## src/sv/bounded_sorted_list_core_assert.svh

```systemverilog
// Assertion macros for the bounded sorted list core
`ifndef BOUNDED_SORTED_LIST_CORE_ASSERT_SVH
`define BOUNDED_SORTED_LIST_CORE_ASSERT_SVH

`ifndef NO_ASSERTIONS
`define BSL_ASSERT_CLK(label, prop, msg) \
    label: assert property (@(posedge i_clk) disable iff (!i_rst_n) prop) else $error(msg);
`define BSL_ASSERT_RST(label, prop, msg) \
    label: assert property (@(posedge i_clk) prop) else $error(msg);
`else
`define BSL_ASSERT_CLK(label, prop, msg)
`define BSL_ASSERT_RST(label, prop, msg)
`endif

`endif

```

## src/sv/bsl_pkg.sv

```systemverilog
// Types and constants shared by the bounded sorted list core
`default_nettype none
package bsl_pkg;
    localparam int DEPTH = 16;
    localparam int KEY_W = 32;
    localparam int IDX_W = $clog2(DEPTH);
    localparam int CNT_W = $clog2(DEPTH + 1);
    localparam int POS_W = 4;

    typedef enum logic [1:0] {
        K_APPEND = 2'd0,
        K_INSERT = 2'd1,
        K_REMOVE = 2'd2,
        K_READ   = 2'd3
    } t_kind;

    typedef enum logic [1:0] {
        ST_OK        = 2'd0,
        ST_FULL      = 2'd1,
        ST_NOT_FOUND = 2'd2,
        ST_RANGE     = 2'd3
    } t_status;

    // broadcast to every cell
    typedef struct packed {
        t_kind                    kind;
        logic signed [KEY_W-1:0]  key;
        logic [POS_W-1:0]         position;
        logic [CNT_W-1:0]         count;
        logic                     wr_en;
    } t_cmd;

    // passed from cell to cell, head to tail
    typedef struct packed {
        logic                     found;
        logic [KEY_W-1:0]         rd;
    } t_link;
endpackage
`default_nettype wire

```

## src/sv/bsl_if.sv

```systemverilog
// Valid/ready channel interfaces for commands and results
`default_nettype none
interface bsl_cmd_if;
    logic                valid;
    logic                ready;
    logic [1:0]          kind;
    logic signed [31:0]  key;
    logic [3:0]          position;

    modport source (output valid, kind, key, position, input ready);
    modport sink (input valid, kind, key, position, output ready);
endinterface

interface bsl_res_if;
    logic                valid;
    logic                ready;
    logic signed [31:0]  read_key;
    logic [4:0]          entry_count;
    logic [1:0]          status;

    modport source (output valid, read_key, entry_count, status, input ready);
    modport sink (input valid, read_key, entry_count, status, output ready);
endinterface
`default_nettype wire

```

## src/sv/bsl_cell.sv

```systemverilog
// One list slot: holds a key, finds its role in the step, shifts with its neighbors
`default_nettype none
module bsl_cell (
    input  wire logic                            i_clk,
    input  wire logic [bsl_pkg::IDX_W-1:0]       i_idx,
    input  wire bsl_pkg::t_cmd                   i_cmd,
    input  wire logic signed [bsl_pkg::KEY_W-1:0] i_left_key,
    input  wire logic signed [bsl_pkg::KEY_W-1:0] i_right_key,
    input  wire bsl_pkg::t_link                  i_link,
    output logic signed [bsl_pkg::KEY_W-1:0]     o_key,
    output bsl_pkg::t_link                       o_link
);
    logic signed [bsl_pkg::KEY_W-1:0] r_key;
    logic signed [bsl_pkg::KEY_W-1:0] n_key;
    logic                             occ;
    logic                             hit;

    assign occ = {1'b0, i_idx} < i_cmd.count;

    always_comb begin
        unique case (i_cmd.kind)
            bsl_pkg::K_APPEND: hit = !occ;
            // first slot not below the key, or the first free one
            bsl_pkg::K_INSERT: hit = !occ || !(r_key < i_cmd.key);
            bsl_pkg::K_REMOVE: hit = occ && (r_key == i_cmd.key);
            bsl_pkg::K_READ:   hit = occ &&
                                     (bsl_pkg::POS_W'(i_idx) == i_cmd.position);
            default:           hit = 1'b0;
        endcase
    end

    always_comb begin
        o_link.found = i_link.found | hit;
        o_link.rd    = i_link.rd;
        if (i_cmd.kind == bsl_pkg::K_READ && hit) begin
            o_link.rd = i_link.rd | r_key;
        end
    end

    always_comb begin
        n_key = r_key;
        if (i_cmd.wr_en) begin
            case (i_cmd.kind)
                bsl_pkg::K_APPEND, bsl_pkg::K_INSERT: begin
                    if (i_link.found) begin
                        n_key = i_left_key;
                    end else if (hit) begin
                        n_key = i_cmd.key;
                    end
                end
                bsl_pkg::K_REMOVE: begin
                    if (i_link.found || hit) begin
                        n_key = i_right_key;
                    end
                end
                default: n_key = r_key;
            endcase
        end
    end

    always_ff @(posedge i_clk) begin
        r_key <= n_key;
    end

    assign o_key = r_key;
endmodule
`default_nettype wire

```

## src/sv/bounded_sorted_list_core.sv

```systemverilog
// Bounded sorted list core: append, sorted insert, remove first equal, indexed read.
// The result beat of an accepted command is registered at the edge that accepts it.
// One command per cycle while the result side is not stalled; slots from the hit one on shift as it is accepted.
// A stalled result holds the command side only until the output register frees.
// Reset (synchronous, active low) empties the list and drops any pending result.
// Slot contents are not cleared by reset; only the entry count is.
`default_nettype none
`include "bounded_sorted_list_core_assert.svh"
module bounded_sorted_list_core (
    input  wire logic i_clk,
    input  wire logic i_rst_n,
    bsl_cmd_if.sink   i_cmd,
    bsl_res_if.source o_res
);
    localparam logic [bsl_pkg::CNT_W-1:0] FULL_CNT = bsl_pkg::CNT_W'(bsl_pkg::DEPTH);

    logic [bsl_pkg::CNT_W-1:0]        r_count;
    logic [bsl_pkg::CNT_W-1:0]        n_count;
    logic                             r_ovalid;
    logic signed [bsl_pkg::KEY_W-1:0] r_rkey;
    logic [bsl_pkg::CNT_W-1:0]        r_ocnt;
    bsl_pkg::t_status                 r_status;
    bsl_pkg::t_status                 n_status;
    logic signed [bsl_pkg::KEY_W-1:0] n_rkey;

    logic                             accept;
    logic                             full;
    logic                             found;
    bsl_pkg::t_kind                   kind;
    bsl_pkg::t_cmd                    cmd;

    bsl_pkg::t_link                   link   [bsl_pkg::DEPTH+1];
    logic signed [bsl_pkg::KEY_W-1:0] keys   [bsl_pkg::DEPTH];

    assign i_cmd.ready = !r_ovalid || o_res.ready;
    assign accept      = i_cmd.valid && i_cmd.ready;
    assign kind        = bsl_pkg::t_kind'(i_cmd.kind);
    assign full        = (r_count == FULL_CNT);

    always_comb begin
        cmd.kind     = kind;
        cmd.key      = i_cmd.key;
        cmd.position = i_cmd.position;
        cmd.count    = r_count;
        cmd.wr_en    = accept &&
                       !(full && (kind == bsl_pkg::K_APPEND || kind == bsl_pkg::K_INSERT));
    end

    assign link[0] = '{found: 1'b0, rd: '0};

    for (genvar g = 0; g < bsl_pkg::DEPTH; g++) begin : g_cell
        logic signed [bsl_pkg::KEY_W-1:0] left_key;
        logic signed [bsl_pkg::KEY_W-1:0] right_key;

        // end slots: the head never takes from its left, the tail's right is a don't-care
        if (g == 0) begin : g_head
            assign left_key = i_cmd.key;
        end else begin : g_mid
            assign left_key = keys[g-1];
        end
        if (g == bsl_pkg::DEPTH - 1) begin : g_tail
            assign right_key = keys[g];
        end else begin : g_body
            assign right_key = keys[g+1];
        end

        bsl_cell u_cell (
            .i_clk       (i_clk),
            .i_idx       (bsl_pkg::IDX_W'(g)),
            .i_cmd       (cmd),
            .i_left_key  (left_key),
            .i_right_key (right_key),
            .i_link      (link[g]),
            .o_key       (keys[g]),
            .o_link      (link[g+1])
        );
    end

    assign found = link[bsl_pkg::DEPTH].found;

    always_comb begin
        n_count  = r_count;
        n_status = bsl_pkg::ST_OK;
        n_rkey   = '0;
        unique case (kind)
            bsl_pkg::K_APPEND, bsl_pkg::K_INSERT: begin
                if (full) begin
                    n_status = bsl_pkg::ST_FULL;
                end else begin
                    n_count = r_count + 1'b1;
                end
            end
            bsl_pkg::K_REMOVE: begin
                if (found) begin
                    n_count = r_count - 1'b1;
                end else begin
                    n_status = bsl_pkg::ST_NOT_FOUND;
                end
            end
            bsl_pkg::K_READ: begin
                if (found) begin
                    n_rkey = link[bsl_pkg::DEPTH].rd;
                end else begin
                    n_status = bsl_pkg::ST_RANGE;
                end
            end
            default: n_status = bsl_pkg::ST_OK;
        endcase
    end

    always_ff @(posedge i_clk) begin
        if (!i_rst_n) begin
            r_count  <= '0;
            r_ovalid <= 1'b0;
        end else begin
            if (accept) begin
                r_count  <= n_count;
                r_ovalid <= 1'b1;
            end else if (o_res.ready) begin
                r_ovalid <= 1'b0;
            end
        end
    end

    always_ff @(posedge i_clk) begin
        if (accept) begin
            r_rkey   <= n_rkey;
            r_ocnt   <= n_count;
            r_status <= n_status;
        end
    end

    assign o_res.valid       = r_ovalid;
    assign o_res.read_key    = r_rkey;
    assign o_res.entry_count = r_ocnt;
    assign o_res.status      = r_status;

    `BSL_ASSERT_CLK(a_count_bound, r_count <= FULL_CNT, "entry count beyond depth")
    `BSL_ASSERT_CLK(a_add_grows, (accept && !full && (kind == bsl_pkg::K_APPEND || kind == bsl_pkg::K_INSERT)) |=> (r_count == $past(r_count) + 1'b1), "add did not grow count")
    `BSL_ASSERT_CLK(a_full_status, (r_ovalid && r_status == bsl_pkg::ST_FULL) |-> (r_ocnt == FULL_CNT), "full status with room left")
    `BSL_ASSERT_RST(a_rst_empty, !i_rst_n |=> (r_count == '0 && !r_ovalid), "reset did not empty list")
endmodule
`default_nettype wire

```

## src/flat_wrapper.sv

```systemverilog
// flat-port wrapper written by rule: the top's interface ports become plain ports
module bounded_sorted_list_core_flat 
  (i_clk, i_rst_n, i_cmd_valid, i_cmd_kind, i_cmd_key, i_cmd_position, i_cmd_ready, o_res_valid, o_res_read_key, o_res_entry_count, o_res_status, o_res_ready);
  bsl_cmd_if i_cmd_i ();
  bsl_res_if o_res_i ();
  input  wire logic i_clk;
  input  wire logic i_rst_n;
  input wire logic [$bits(i_cmd_i.valid)-1:0] i_cmd_valid;
  input wire logic [$bits(i_cmd_i.kind)-1:0] i_cmd_kind;
  input wire logic [$bits(i_cmd_i.key)-1:0] i_cmd_key;
  input wire logic [$bits(i_cmd_i.position)-1:0] i_cmd_position;
  output wire logic [$bits(i_cmd_i.ready)-1:0] i_cmd_ready;
  output wire logic [$bits(o_res_i.valid)-1:0] o_res_valid;
  output wire logic [$bits(o_res_i.read_key)-1:0] o_res_read_key;
  output wire logic [$bits(o_res_i.entry_count)-1:0] o_res_entry_count;
  output wire logic [$bits(o_res_i.status)-1:0] o_res_status;
  input wire logic [$bits(o_res_i.ready)-1:0] o_res_ready;
  assign i_cmd_i.valid = i_cmd_valid;
  assign i_cmd_i.kind = i_cmd_kind;
  assign i_cmd_i.key = i_cmd_key;
  assign i_cmd_i.position = i_cmd_position;
  assign i_cmd_ready = i_cmd_i.ready;
  assign o_res_valid = o_res_i.valid;
  assign o_res_read_key = o_res_i.read_key;
  assign o_res_entry_count = o_res_i.entry_count;
  assign o_res_status = o_res_i.status;
  assign o_res_i.ready = o_res_ready;
  bounded_sorted_list_core u_core (.i_clk(i_clk), .i_rst_n(i_rst_n), .i_cmd(i_cmd_i), .o_res(o_res_i));
endmodule
```

## config.mk

```make
export PLATFORM = sky130hd
export DESIGN_NAME = bounded_sorted_list_core_flat
export DESIGN_NICKNAME = d
export VERILOG_FILES = /design/src/sv/bsl_pkg.sv /design/src/sv/bsl_if.sv /design/src/sv/bsl_cell.sv /design/src/sv/bounded_sorted_list_core.sv /design/src/flat_wrapper.sv
export VERILOG_INCLUDE_DIRS = /design/src /design/src/sv
export SDC_FILE = /design/constraint.sdc
export NUM_CORES = 2
export LEC_CHECK = 0
export BUFFER_PORTS_ARGS = -buffer_cell sky130_fd_sc_hd__buf_2
export CORE_MARGIN = 3
export CORE_UTILIZATION = 40
export CTS_CLUSTER_SIZE = 24
export DETAILED_ROUTE_END_ITERATION = 6
export PLACE_DENSITY = 0.63
export SYNTH_ARGS = -nofsm -noshare
export SYNTH_HDL_FRONTEND = slang
export SYNTH_SLANG_ARGS = --single-unit
```

## constraint.sdc

```tcl
create_clock -name i_clk -period 7.03 [get_ports i_clk]
set_clock_uncertainty 0.2 [all_clocks]
set_input_delay 1.406 -clock i_clk [delete_from_list [all_inputs] [get_ports i_clk]]
set_output_delay 1.406 -clock i_clk [all_outputs]
set_load 0.02 [all_outputs]
```

==> impl_metrics.yaml <==
status:
  status: "finished, violations left"
  violations: "DRC"
die:
  initial_core_util_pct: 40.4
  pin_count: 83
  chipWidth_um: 330
  die-area_mm2: 0.109
  row_count: 118
  fp.dieH_um: 330
  core_area_mm2: 0.104
placed_design:
  placed_cell_area_mm2: 0.0447
  gp_congestion: 1.01
  portBuffers: 82
  dp_hpwl_um: 122000
synth:
  synth_flop_cell: "edfxtp_1"
  synthesis.nets: 5002
  synth_seq_cells: 557
  postSynthAreaPerCell_um2: 9.43
  yosysSeqAreaShare_pct: 39.8
  synthCells: 4445
  synth_cell_type_count: 88
  netlist_area_mm2: 0.0419
  synth-adder-area-share_pct: 15.4
  yosysWarningCount: 0
  async_flop_share_pct: 0
  synth_simple_gate_area_share_pct: 14.2
  synth_compound_area_share_pct: 20.6
  synth_top_family_by_area: "compound AO/OA/AOI/OAI gates"
  synth-xor-area-share_pct: 0.105
  synth_edf_count: 551
  synth_mux_area_share_pct: 6.45
setup_path:
  critPathRequiredTime_ns: 7.33
  crit_fanout: 64
  reg2regPathDepth: 13
  end_kind: "register"
  worstSetupPathType: "input port to register"
  critical_path.startpoint_type: "input port"
  cp_data_arrival_time_ns: 6.57
run:
  drv_cap: 0
sta:
  drv_slew: 0
  slew-limit-headroom_pct: 25.4
  period_share_pct: 89.2
  fin_setup_tns_ns: 0
  worst-slew-pin-transition_ns: 1.12
  max_freq_ghz: 0.160
  rsz0062_at_grt: "no"
  period_needed_ns: 6.27
  final-setup-viol-count: 0
  finalHoldViolCount: 0
final_layout:
  layout_common_cells: "nand2_1 (619), edfxtp_1 (551), ha_1 (515)"
  drive_above_1_share_pct: 9.27
  final_core_util_pct: 45.3
  nNetsFinal: 5035
  design_area_mm2: 0.0470
  syn_to_final_growth_pct: 12.1
  layout_commonest_cell: "nand2_1"
  n_fill_cell: 9785
clocking:
  cts_sinks: 557
  cts_buffer_depth: 3
  cts_hold_repair.buffers: 0
  clkLatencyLatePin_ns: 0.64
  post-cts-setup-buffer-count: 0
  cts_resized: 0
  cts-root-buf: "clkbuf_16"
  cts_made_buffers: 69
  cts_tree: "done"
  htreeDepth: 3
  path_clk_slew_ns: 0.06
detailed_routing:
  wire_per_inst_um: 27.5
  drt_first_pass_iters: 7
  wirelength_um: 163000
  antenna_left: 0
  vias_per_cell: 6.37
  drc_errors: 20
  vias: 37689
  drtIter0Drc: 5872
grt:
  antenna_found_initial: 11
  grt-ovfl-total: 0
  grt_pass1_vias: 34220
  grt_max_degree: 231
  grt_usage_pct: 29.1
  grt_pass1_wl_um: 235000
hold_path:
  hp-class: "register to register"
  hold_depth: 2
power:
  irDropWorstVdd_v: 0.000167
  p_per_area_mw_per_mm2: 224
  power.leakage_uw: 0.0180
[path summary, 6_finish.rpt]
path / startpoint / to / slack (ns)
max: i_cmd_key[1] / u_core.o_res.status[1] / 0.76
min: u_core.o_res.valid / u_core.o_res.valid / 0.34
max reg2reg: u_core.g_cell[3].u_cell.o_key[14] / u_core.o_res.status[1] / 1.88
min reg2reg: u_core.o_res.valid / u_core.o_res.valid / 0.34
[layer usage]
metal	vias up	track usage (%)	wire length, µm
met3	350	5.50	18600
met5	-	0	24
li1	17085	-	-
met1	18034	42.1	68400
met4	4	12.5	7590
met2	2216	42.5	68300
[layout make-up]
class,instances,area (µm²),share of cell area [%]
diodes,6,15.0,0.0320
clock buffers,82,1840,3.92
flip-flops and latches,557,16700,35.5
clock inverters,44,418,0.890
inverters,74,278,0.591
well taps,1380,1730,3.68
multi-input cells,3530,24000,51.2
repair buffers,246,1980,4.21
[state kept, by name, summed over array words and instances (netlist names)]
| signal | cells |
|---|---|
| u_core.o_res.entry_count | 5 |
| u_core.g_cell.u_cell.o_key | 512 |
| u_core.r_count | 5 |
| u_core.o_res.read_key | 32 |
| u_core.o_res.status | 2 |
| u_core.o_res.valid | 1 |
[logic make-up (layout without fill, tap and decap cells)]
group,Yosys count,in the layout
buffers and inverters,358,446
flip-flops,557,557
other,0,6
adder cells (fa/ha/maj),515,515
XOR/XNOR,5,5
AO/OA/AOI/OAI,1416,1416
AND/OR/NAND/NOR,1328,1328
multiplexers,266,266
[synthesized netlist by cell type, drive strengths merged (10+ instances only)]
library cell	n	area [µm²]
nor2b	25	156
a31oi	14	87.6
a221o	67	671
edfxtp	551	16500
buf	39	267
nand2b	17	106
o21ai	561	2810
o211ai	24	180
o21bai	10	75.1
and3	12	75.1
or3	14	87.6
a21oi	396	1990
nand2	623	2340
nand3	125	638
nand4	88	557
ha	515	6440
nor4	25	171
mux2	32	360
nor2	307	1150
clkbuf	245	920
a211oi	27	213
a21o	57	428
nor3	41	238
o21a	10	75.1
a22oi	101	758
a221oi	39	342
mux2i	234	2340
clkinv	32	120
and4	17	149
inv	42	158
a222oi	32	320
[critical path, stage by stage]
cell and delay [ns]:
buf_2 0.23, clkinv_1 0.48, ha_1 0.48, nor2b_1 0.14, o211ai_1 0.18, a21oi_1 0.09, o311ai_0 0.87, nor4b_1 0.33
o31ai_1 0.10, buf_4 0.16, nor3_4 0.32, buf_4 0.24, nand2_2 0.08, buf_4 0.38, nor4_1 0.86, buf_4 0.22
[through the flow]
step / cells / total power [µW] / hold WS, ns / setup slack (ns)
6_report: 5919 / 10500 / 0.337 / 0.761
5_1_grt: 5918 / 10900 / 0.390 / 0.710
4_1_cts: 5913 / 10500 / 0.343 / 0.932
3_5_place_dp: 5787 / 6840 / 0.334 / 0.283
3_3_place_gp: 5787 / 6790 / 0.310 / 0.331
2_1_floorplan: 4445 / 5860 / 0.343 / 0.0667
[report_power, final]
group	leakage [µW]	internal [µW]	switching, µW
combinational	0.0116	812	1470
clock	0.00112	2130	1550
sequential	0.00532	4110	462
No activity file was read; power rests on OpenSTA's default activity.
